--- src/hw/rtl/tanh_pi_controller_core_assert.svh ---
// Assertion macros for the tanh PI drive controller.
`ifndef TANH_PI_CONTROLLER_CORE_ASSERT_SVH
`define TANH_PI_CONTROLLER_CORE_ASSERT_SVH
`ifndef SYNTHESIS
`define TPC_ASSERT_IMPL(lbl, prop, msg) \
    lbl: assert property (@(posedge aclk) disable iff (!aresetn) (prop)) else $error(msg);
`define TPC_ASSERT_NEVER(lbl, cond, msg) \
    lbl: assert property (@(posedge aclk) disable iff (!aresetn) !(cond)) else $error(msg);
`else
`define TPC_ASSERT_IMPL(lbl, prop, msg)
`define TPC_ASSERT_NEVER(lbl, cond, msg)
`endif
`endif

--- src/hw/rtl/tpc_pkg.sv ---
// Shared types, command struct and tanh table builder for the drive controller.
`default_nettype none
package tpc_pkg;

    localparam int CFG_IDX_BITS = 3;
    localparam int CFG_DATA_BITS = 20;

    typedef enum logic [CFG_IDX_BITS-1:0] {
        REG_TARGET_LEVEL  = 3'd0,
        REG_TANH_GAIN     = 3'd1,
        REG_INTEGRAL_GAIN = 3'd2,
        REG_DEAD_BAND     = 3'd3,
        REG_DRIVE_MIN     = 3'd4,
        REG_DRIVE_MAX     = 3'd5,
        REG_DRIVE_OFFSET  = 3'd6
    } reg_idx_t;

    typedef enum logic [7:0] {
        ST_IDLE  = 8'b0000_0001,
        ST_MUL   = 8'b0000_0010,
        ST_INTEG = 8'b0000_0100,
        ST_INTERP = 8'b0000_1000,
        ST_SCALE = 8'b0001_0000,
        ST_SUM   = 8'b0010_0000,
        ST_CLAMP = 8'b0100_0000,
        ST_OUT   = 8'b1000_0000
    } state_t;

    typedef struct packed {
        logic load;     // capture error at input transfer
        logic mul;      // products and half span
        logic integ;    // integral update and table lookup
        logic interp;   // interpolate tanh
        logic scale;    // half span times tanh
        logic sum;      // offset plus terms
        logic clamp;    // limit and round into output register
    } cmd_t;

    // Restoring division, used only while building constant tables.
    function automatic logic [63:0] udiv64(input logic [63:0] num, input logic [63:0] den);
        logic [63:0] rem;
        logic [63:0] quo;
        rem = '0;
        quo = '0;
        for (int b = 63; b >= 0; b--) begin
            rem = {rem[62:0], num[b]};
            if (rem >= den) begin
                rem = rem - den;
                quo[b] = 1'b1;
            end
        end
        return quo;
    endfunction

    // Entry k of the tanh table in Q0.16: tanh(4k/segs).
    function automatic logic [15:0] tanh_entry(input int segs, input int k);
        logic [63:0] a;
        logic [63:0] step;
        logic [63:0] term;
        logic [63:0] y;
        logic [63:0] num;
        logic [63:0] den;
        logic [63:0] t;
        a = udiv64(64'd8 << 30, 64'(segs));
        step = 64'd1 << 30;
        term = 64'd1 << 30;
        y = 64'd1 << 30;
        for (int n = 1; n <= 15; n++) begin
            term = udiv64((term * a) >> 30, 64'(n));
            if ((n % 2) == 1) begin
                step = step - term;
            end else begin
                step = step + term;
            end
        end
        for (int j = 1; j <= k; j++) begin
            y = (y * step + (64'd1 << 29)) >> 30;
        end
        num = ((64'd1 << 30) - y) << 16;
        den = (64'd1 << 30) + y;
        t = udiv64(num + (den >> 1), den);
        if (t > 64'd65535) begin
            t = 64'd65535;
        end
        return t[15:0];
    endfunction

endpackage
`default_nettype wire

--- src/hw/rtl/tpc_ctrl.sv ---
// Sequencer for the drive controller: one item at a time through fixed steps.
`default_nettype none
module tpc_ctrl (
    input  wire logic        aclk,
    input  wire logic        aresetn,
    input  wire logic        s_valid,
    output logic             s_ready,
    output logic             m_valid,
    input  wire logic        m_ready,
    output tpc_pkg::cmd_t    cmd
);
    tpc_pkg::state_t state_reg, state_next;

    always_comb begin
        state_next = state_reg;
        cmd = '0;
        unique case (state_reg)
            tpc_pkg::ST_IDLE: begin
                cmd.load = s_valid;
                if (s_valid) state_next = tpc_pkg::ST_MUL;
            end
            tpc_pkg::ST_MUL: begin
                cmd.mul = 1'b1;
                state_next = tpc_pkg::ST_INTEG;
            end
            tpc_pkg::ST_INTEG: begin
                cmd.integ = 1'b1;
                state_next = tpc_pkg::ST_INTERP;
            end
            tpc_pkg::ST_INTERP: begin
                cmd.interp = 1'b1;
                state_next = tpc_pkg::ST_SCALE;
            end
            tpc_pkg::ST_SCALE: begin
                cmd.scale = 1'b1;
                state_next = tpc_pkg::ST_SUM;
            end
            tpc_pkg::ST_SUM: begin
                cmd.sum = 1'b1;
                state_next = tpc_pkg::ST_CLAMP;
            end
            tpc_pkg::ST_CLAMP: begin
                cmd.clamp = 1'b1;
                state_next = tpc_pkg::ST_OUT;
            end
            tpc_pkg::ST_OUT: begin
                if (m_ready) state_next = tpc_pkg::ST_IDLE;
            end
            default: state_next = tpc_pkg::ST_IDLE;
        endcase
    end

    always_ff @(posedge aclk) begin
        if (!aresetn) begin
            state_reg <= tpc_pkg::ST_IDLE;
        end else begin
            state_reg <= state_next;
        end
    end

    assign s_ready = (state_reg == tpc_pkg::ST_IDLE);
    assign m_valid = (state_reg == tpc_pkg::ST_OUT);
endmodule
`default_nettype wire

--- src/hw/rtl/tpc_datapath.sv ---
// Arithmetic datapath: registers, error, integral, tanh lookup, output clamp.
`default_nettype none
module tpc_datapath #(
    parameter int MEAS_BITS = 12,
    parameter int TANH_SEGMENTS = 64
) (
    input  wire logic                                  aclk,
    input  wire logic                                  aresetn,
    input  wire logic                                  cfg_wr_en,
    input  wire logic [tpc_pkg::CFG_IDX_BITS-1:0]      cfg_index,
    input  wire logic [tpc_pkg::CFG_DATA_BITS-1:0]     cfg_data,
    input  wire tpc_pkg::cmd_t                         cmd,
    input  wire logic [MEAS_BITS-1:0]                  s_measured,
    output logic [15:0]                                m_drive,
    output logic                                       m_clamped
);
    localparam int EW = ((MEAS_BITS > 12) ? MEAS_BITS : 12) + 1;
    localparam int XW = EW + 21;
    localparam int IPW = EW + 17;
    localparam int SW = $clog2(TANH_SEGMENTS + 1);
    localparam int PW = 18 + SW;

    logic [15:0] tbl [TANH_SEGMENTS+1];
    for (genvar k = 0; k <= TANH_SEGMENTS; k++) begin : g_tbl
        localparam logic [15:0] TV = tpc_pkg::tanh_entry(TANH_SEGMENTS, k);
        assign tbl[k] = TV;
    end

    // configuration
    logic [11:0] target_reg;
    logic [19:0] gain_reg;
    logic [15:0] ki_reg;
    logic [11:0] band_reg;
    logic [15:0] dmin_reg, dmax_reg, doff_reg;

    always_ff @(posedge aclk) begin
        if (!aresetn) begin
            target_reg <= 12'd2000;
            gain_reg   <= 20'd131;
            ki_reg     <= 16'd3277;
            band_reg   <= 12'd0;
            dmin_reg   <= 16'd0;
            dmax_reg   <= 16'd1000;
            doff_reg   <= 16'd500;
        end else if (cfg_wr_en) begin
            unique case (cfg_index)
                tpc_pkg::REG_TARGET_LEVEL:  target_reg <= cfg_data[11:0];
                tpc_pkg::REG_TANH_GAIN:     gain_reg   <= cfg_data;
                tpc_pkg::REG_INTEGRAL_GAIN: ki_reg     <= cfg_data[15:0];
                tpc_pkg::REG_DEAD_BAND:     band_reg   <= cfg_data[11:0];
                tpc_pkg::REG_DRIVE_MIN:     dmin_reg   <= cfg_data[15:0];
                tpc_pkg::REG_DRIVE_MAX:     dmax_reg   <= cfg_data[15:0];
                tpc_pkg::REG_DRIVE_OFFSET:  doff_reg   <= cfg_data[15:0];
                default: ;
            endcase
        end
    end

    // error with dead band
    logic signed [EW-1:0] err_raw, err_mag;
    always_comb begin
        err_raw = $signed(EW'(target_reg)) - $signed(EW'(s_measured));
        err_mag = err_raw[EW-1] ? -err_raw : err_raw;
    end

    logic signed [EW-1:0]  err_reg;
    logic signed [IPW-1:0] iprod_reg;
    logic signed [XW-1:0]  x_reg;
    logic signed [32:0]    half_reg;
    logic signed [33:0]    integ_reg;
    logic [15:0]           lo_reg, hi_reg;
    logic [17:0]           frac_reg;
    logic                  sat_reg, neg_reg;
    logic signed [17:0]    t_reg;
    logic signed [50:0]    ht_reg;
    logic signed [39:0]    val_reg;

    // integral update and table index
    logic signed [35:0] isum, iclip;
    logic [XW-1:0]      xabs;
    logic [PW-1:0]      pos;
    logic [SW-1:0]      seg, seg_hi;
    always_comb begin
        isum = 36'(integ_reg) + 36'(iprod_reg);
        iclip = isum;
        if (iclip > 36'(half_reg)) iclip = 36'(half_reg);
        if (iclip < -36'(half_reg)) iclip = -36'(half_reg);
        xabs = x_reg[XW-1] ? XW'(-x_reg) : XW'(x_reg);
        pos = PW'(xabs[17:0]) * PW'(TANH_SEGMENTS);
        seg = pos[PW-1:18];
        if (seg > SW'(TANH_SEGMENTS - 1)) seg = SW'(TANH_SEGMENTS - 1);
        seg_hi = seg + SW'(1);
    end

    logic [16:0] tmag;
    logic [15:0] hi_fix;
    logic [33:0] dprod;
    always_comb begin
        hi_fix = (hi_reg < lo_reg) ? lo_reg : hi_reg;
        dprod = 34'(hi_fix - lo_reg) * 34'(frac_reg) + 34'(1 << 17);
        tmag = 17'(lo_reg) + 17'(dprod[33:18]);
        if (sat_reg) tmag = 17'h10000;
    end

    logic signed [39:0] ht_round, vsum, vclip;
    logic signed [39:0] lim_hi, lim_lo;
    logic               clip;
    always_comb begin
        ht_round = 40'((ht_reg + 51'sd32768) >>> 16);
        vsum = $signed({8'd0, doff_reg, 16'd0}) + ht_round + 40'(integ_reg);
        lim_hi = $signed({8'd0, dmax_reg, 16'd0});
        lim_lo = $signed({8'd0, dmin_reg, 16'd0});
        vclip = val_reg;
        clip = 1'b0;
        if (vclip > lim_hi) begin
            vclip = lim_hi;
            clip = 1'b1;
        end
        if (vclip < lim_lo) begin
            vclip = lim_lo;
            clip = 1'b1;
        end
    end

    logic signed [39:0] vround;
    assign vround = (vclip + 40'sd32768) >>> 16;

    always_ff @(posedge aclk) begin
        if (!aresetn) begin
            integ_reg <= '0;
        end else if (cmd.integ) begin
            integ_reg <= iclip[33:0];
        end
    end

    always_ff @(posedge aclk) begin
        if (cmd.load) begin
            err_reg <= (err_mag < $signed(EW'(band_reg))) ? '0 : err_raw;
        end
        if (cmd.mul) begin
            iprod_reg <= IPW'(err_reg) * $signed(IPW'({1'b0, ki_reg}));
            x_reg     <= XW'(err_reg) * $signed(XW'({1'b0, gain_reg}));
            half_reg  <= (33'(dmax_reg) - 33'(dmin_reg)) <<< 15;
        end
        if (cmd.integ) begin
            sat_reg  <= xabs >= XW'(4 << 16);
            neg_reg  <= x_reg[XW-1];
            lo_reg   <= tbl[seg];
            hi_reg   <= tbl[seg_hi];
            frac_reg <= pos[17:0];
        end
        if (cmd.interp) begin
            t_reg    <= neg_reg ? -$signed({1'b0, tmag}) : $signed({1'b0, tmag});
        end
        if (cmd.scale) begin
            ht_reg <= 51'(half_reg) * 51'(t_reg);
        end
        if (cmd.sum) begin
            val_reg <= vsum;
        end
        if (cmd.clamp) begin
            m_drive   <= vround[15:0];
            m_clamped <= clip;
        end
    end
endmodule
`default_nettype wire

--- src/hw/rtl/tanh_pi_controller_core.sv ---
// From input transfer to result valid the sequencer steps through MUL, INTEG, INTERP,
// SCALE, SUM, CLAMP and OUT. It holds one item and takes no new one until the result
// has been transferred out. The chain of products, table interpolation and scaling sets these steps.
// Reset (aresetn low, synchronous): sequencer idles, integral clears,
// configuration registers return to their defaults.
`default_nettype none
`include "tanh_pi_controller_core_assert.svh"
module tanh_pi_controller_core #(
    parameter int MEAS_BITS = 12,
    parameter int TANH_SEGMENTS = 64
) (
    input  wire logic                              aclk,
    input  wire logic                              aresetn,
    // configuration write port
    input  wire logic                              cfg_wr_en,
    input  wire logic [tpc_pkg::CFG_IDX_BITS-1:0]  cfg_index,
    input  wire logic [tpc_pkg::CFG_DATA_BITS-1:0] cfg_data,
    // measurement input
    input  wire logic                              s_valid,
    output logic                                   s_ready,
    input  wire logic [MEAS_BITS-1:0]              s_measured,
    // drive output
    output logic                                   m_valid,
    input  wire logic                              m_ready,
    output logic [15:0]                            m_drive,
    output logic                                   m_clamped
);
    tpc_pkg::cmd_t cmd;

    // Sequencer: accept one transfer, step the datapath, hold the result
    // until the output transfer completes.
    tpc_ctrl u_ctrl (
        .aclk    (aclk),
        .aresetn (aresetn),
        .s_valid (s_valid),
        .s_ready (s_ready),
        .m_valid (m_valid),
        .m_ready (m_ready),
        .cmd     (cmd)
    );

    // Datapath: registers, integral state, tanh table and clamping.
    tpc_datapath #(
        .MEAS_BITS     (MEAS_BITS),
        .TANH_SEGMENTS (TANH_SEGMENTS)
    ) u_dp (
        .aclk       (aclk),
        .aresetn    (aresetn),
        .cfg_wr_en  (cfg_wr_en),
        .cfg_index  (cfg_index),
        .cfg_data   (cfg_data),
        .cmd        (cmd),
        .s_measured (s_measured),
        .m_drive    (m_drive),
        .m_clamped  (m_clamped)
    );

    // Never accept a new item while a result waits.
    `TPC_ASSERT_NEVER(a_no_overlap, s_ready && m_valid, "input ready while result pending")
    // An input transfer never yields a result in the next cycle.
    `TPC_ASSERT_IMPL(a_latency, (s_valid && s_ready) |=> !m_valid, "result too early")
    // After an output transfer the block is free again.
    `TPC_ASSERT_IMPL(a_release, (m_valid && m_ready) |=> s_ready, "not idle after output")
endmodule
`default_nettype wire
--- config.mk ---
export PLATFORM = sky130hd
export DESIGN_NAME = tanh_pi_controller_core
export DESIGN_NICKNAME = d
export VERILOG_FILES = /design/src/hw/rtl/tpc_pkg.sv /design/src/hw/rtl/tpc_ctrl.sv /design/src/hw/rtl/tpc_datapath.sv /design/src/hw/rtl/tanh_pi_controller_core.sv
export VERILOG_INCLUDE_DIRS = /design/src /design/src/hw/rtl
export SDC_FILE = /design/constraint.sdc
export NUM_CORES = 2
export LEC_CHECK = 0
export ABC_AREA = 1
export BUFFER_PORTS_ARGS = -buffer_cell sky130_fd_sc_hd__buf_2
export CAP_MARGIN = 20
export CORE_MARGIN = 1
export CORE_UTILIZATION = 60
export CTS_CLUSTER_DIAMETER = 50
export CTS_CLUSTER_SIZE = 14
export DETAILED_ROUTE_END_ITERATION = 8
export HOLD_SLACK_MARGIN = 0.15
export PLACE_DENSITY = 0.76
export RECOVER_POWER = 50
export SLEW_MARGIN = 40
export SYNTH_ARGS = -nofsm -noshare
export SYNTH_HDL_FRONTEND = slang
export SYNTH_SLANG_ARGS = --single-unit
--- constraint.sdc ---
create_clock -name aclk -period 13.8 [get_ports aclk]
set_input_delay 2.76 -clock aclk [delete_from_list [all_inputs] [get_ports aclk]]
set_output_delay 2.76 -clock aclk [all_outputs]
set_load 0.005 [all_outputs]
==> qor.csv <==
stage,metric,value,unit
timing,hold_viol_final,0,
global_routing,grt_pass1_vias,52000,
logic_synthesis,synth.yosys.warnings,0,
cts,cts_resized,0,
logic_synthesis,synth_compound_area_share,8.20,%
logic_synthesis,yosys_register_bits,397,
timing,max-slew-margin-rel,-199,%
floorplanning,rows,117,
timing,post-route-min-period,12160,ps
critical_path,path_class,reg -> reg,
placed_design,place_hpwl,133000,um
logic_synthesis,synth_top_area_cell,fa_1,
timing,slew_viol_final,364,
drt,antenna_left,0,
critical_path,cp_num_buf_inv,12,
critical_path,cp.required,14200,ps
global_routing,grtUsageTotal,32.8,%
floorplanning,start_util,60.7,%
critical_path,cp_slowest_cell,fa_1,
timing,setup_tns,0,ps
cts,clk-insertion-delay-late,660,ps
critical_path,critPathLaunchType,register,
floorplanning,fp.dieH,324,um
drt,vias,51000,
cts,cts_buffers,55,
finish,syn_to_final_growth,5.18,%
global_routing,grt.overflow.total,0,
timing,rsz0062_at_grt,false,
critical_path,critPathTopFamily,adder cells,
logic_synthesis,seq_area_frac_synth,16.8,%
logic_synthesis,synthMuxAreaShare,0,%
logic_synthesis,synthCells,7827,
placed_design,io_buffers,58,
timing,skew,43.9,ps
cts,cts_setup_buffers,0,
logic_synthesis,async_flop_share,0,%
critical_path,r2r_slack,1640,ps
logic_synthesis,synth_flop_cell,edfxtp_1,
drt,wl,167000,um
finish,final_nets,9247,
finish,drive_above_1_share,4.36,%
timing,worst_slew_pin_slew,4480,ps
logic_synthesis,syn_area,62000,um2
power_and_ir_drop,power_density,164,nW/um2
finish,largest_reg_flops,37,
cts,path_clk_slew,60,ps
power_and_ir_drop,power_leakage,34.2,nW
global_routing,grt_max_degree,76,
critical_path,crit_top_cell,nand2_1,
run,max_cap_viol_count,8,
logic_synthesis,synthSimpleGateAreaFrac,17.6,%
cts,cts.sinks,397,
cts,cts_hold_buf,0,
logic_synthesis,synth_top_family_by_area,adder cells,
floorplanning,die_width,324,um
timing,fmax,82.2,MHz
logic_synthesis,synth_top_area_share,28.0,%
logic_synthesis,avgSynthCellArea,7.93,um2
critical_path,critical_path.max_fanout,9,
logic_synthesis,yosys-top-cells-area,"fa_1 (28%), ha_1 (12%), edfxtp_1 (12%)",
floorplanning,core,102000,um2
placed_design,gp_congestion,0.967,
cts,cts_tree,done,
critical_path,critPathCaptureType,register,
drt,drc,0,
floorplanning,ios,59,
cts,htree_levels,2,
floorplanning,die-area,105000,um2
critical_path,worstPathArrival,12560,ps
status,violations,"max-capacitance violations, max-slew violations",
drt,viasPerCell,5.57,
status,outcome,finished with violations,
logic_synthesis,synth_nets,9345,
logic_synthesis,yosys.area_share.xor_xnor,4.56,%
global_routing,grt_pass1_wl,270000,um
global_routing,antenna_found_initial,9,
critical_path,cpPeakStageDelay,570,ps
cts,clockBufferDepth,3,
drt,drt-initial-drc-count,4130,
worst_hold_path,hp-class,reg -> reg,
drt,first_pass_iters,6,
logic_synthesis,synth_adder_area_share,40.3,%
logic_synthesis,yosysUniqueCellTypes,73,
timing,whs,470,ps
drt,wl_per_cell,18.3,um
timing,min_period_over_period,88.1,%
finish,utilization,63.9,%
cts,root_buffer,clkbuf_16,
timing,setup_viol,0,
power_and_ir_drop,ir_worst_vdd,259,uV
logic_synthesis,synth-edff-count,247,
==> worst reg2reg max path, delay by kind of cell (launching register included) <==
kind | cells | cell delay [ps]
AOI/OAI and AO/OA | 16 | 2910
xor gates and xnor gates | 2 | 370
adders and majority gates | 10 | 4080
buffers and inverters | 12 | 1230
DFF | 1 | 400
and+or+nand+nor | 25 | 2970
==> placed cells by master (no fill, tap or decap), types with 14 or more instances in the layout <==
master / n
buf_4: 44
o211ai_1: 37
o21ai_0: 302
a21oi_1: 383
fa_1: 867
nor2_1: 483
nand3_1: 197
xor2_1: 217
clkbuf_1: 14
edfxtp_1: 247
nor3_1: 53
nand2_1: 1739
buf_2: 57
inv_1: 1766
xnor2_1: 100
or2_2: 71
a21o_1: 25
o21ai_1: 22
ha_1: 611
nand4_1: 50
dfxtp_1: 150
clkbuf_16: 57
a31oi_1: 29
nor4_1: 29
==> kinds of logic after synthesis <==
family | after synthesis
buf+inv | 2053
fa+ha+maj | 1478
simple gates | 2673
compound gates | 905
xor+xnor | 321
flops | 397
==> area by class of cell <==
cell class              count  area (um2)
inverters                1784        6700
well taps                1368        1710
flip-flops and latches    397       10400
repair buffers            114         679
diodes                      6        15.0
fillers                  8912       36900
clock buffers              61        1450
clock inverters            41         420
multi-input cells        5377       43900
==> per-layer routing <==
metal | up-vias | GRT usage [%] | part of all wire (%)
met4 | 4 | 15.9 | 5.3
li1 | 23800 | - | -
met1 | 24800 | 42.0 | 40
met2 | 1935 | 54.8 | 47
met5 | - | 0 | 0.016
met3 | 447 | 4.79 | 7.7
==> final timing paths <==
check                        start               end  cells past startpoint
setup / recovery    u_dp.lo_reg[1]    u_dp.t_reg[16]                     65
hold / removal    u_dp.band_reg[5]  u_dp.band_reg[5]                      2
setup reg to reg    u_dp.lo_reg[1]    u_dp.t_reg[16]                     65
hold reg to reg   u_dp.band_reg[5]  u_dp.band_reg[5]                      2
==> cell usage after synthesis, types with 5 or more instances <==
library cell and instances:
o211ai_1 37, a21oi_1 383, o21a_1 12, ha_1 611
buf_2 16, o221ai_1 8, nor2_2 10, fa_1 867
o21ai_0 302, o2111ai_1 7, nor2_1 485, nand2_2 12
a21o_1 25, or2_2 71, edfxtp_1 247, nand2_1 1738
xnor2_1 101, nand3_1 197, buf_1 13, nor3_1 53
dfxtp_1 150, o31ai_1 9, a211oi_1 13, o21bai_1 6
buf_4 7, inv_1 1769, o21ai_1 22, inv_2 10
clkbuf_1 226, o311ai_0 5, nor4_1 29, clkinv_1 5
xor2_1 218, a31oi_1 29, nand4_1 50
==> through the flow <==
stage               power [mW]  setup slack, ps  instances  cell area, um2
floorplan                 7.37             2940       7827           62000
global placement          9.13             1810       9038           63400
detailed placement        9.27             1660       9038           63400
CTS                       10.8             1650       9140           65300
global route              11.9              500       9146           65300
finish                    10.7             1640       9148           65300
==> power breakdown <==
part	internal (mW)	switching [mW]	leakage [nW]
Sequential	1.64	0.0500	3.46
Clock	0.794	0.642	0.915
Combinational	2.90	4.69	29.9
Total	5.33	5.38	34.2
Power figures use the tool's default switching activity.
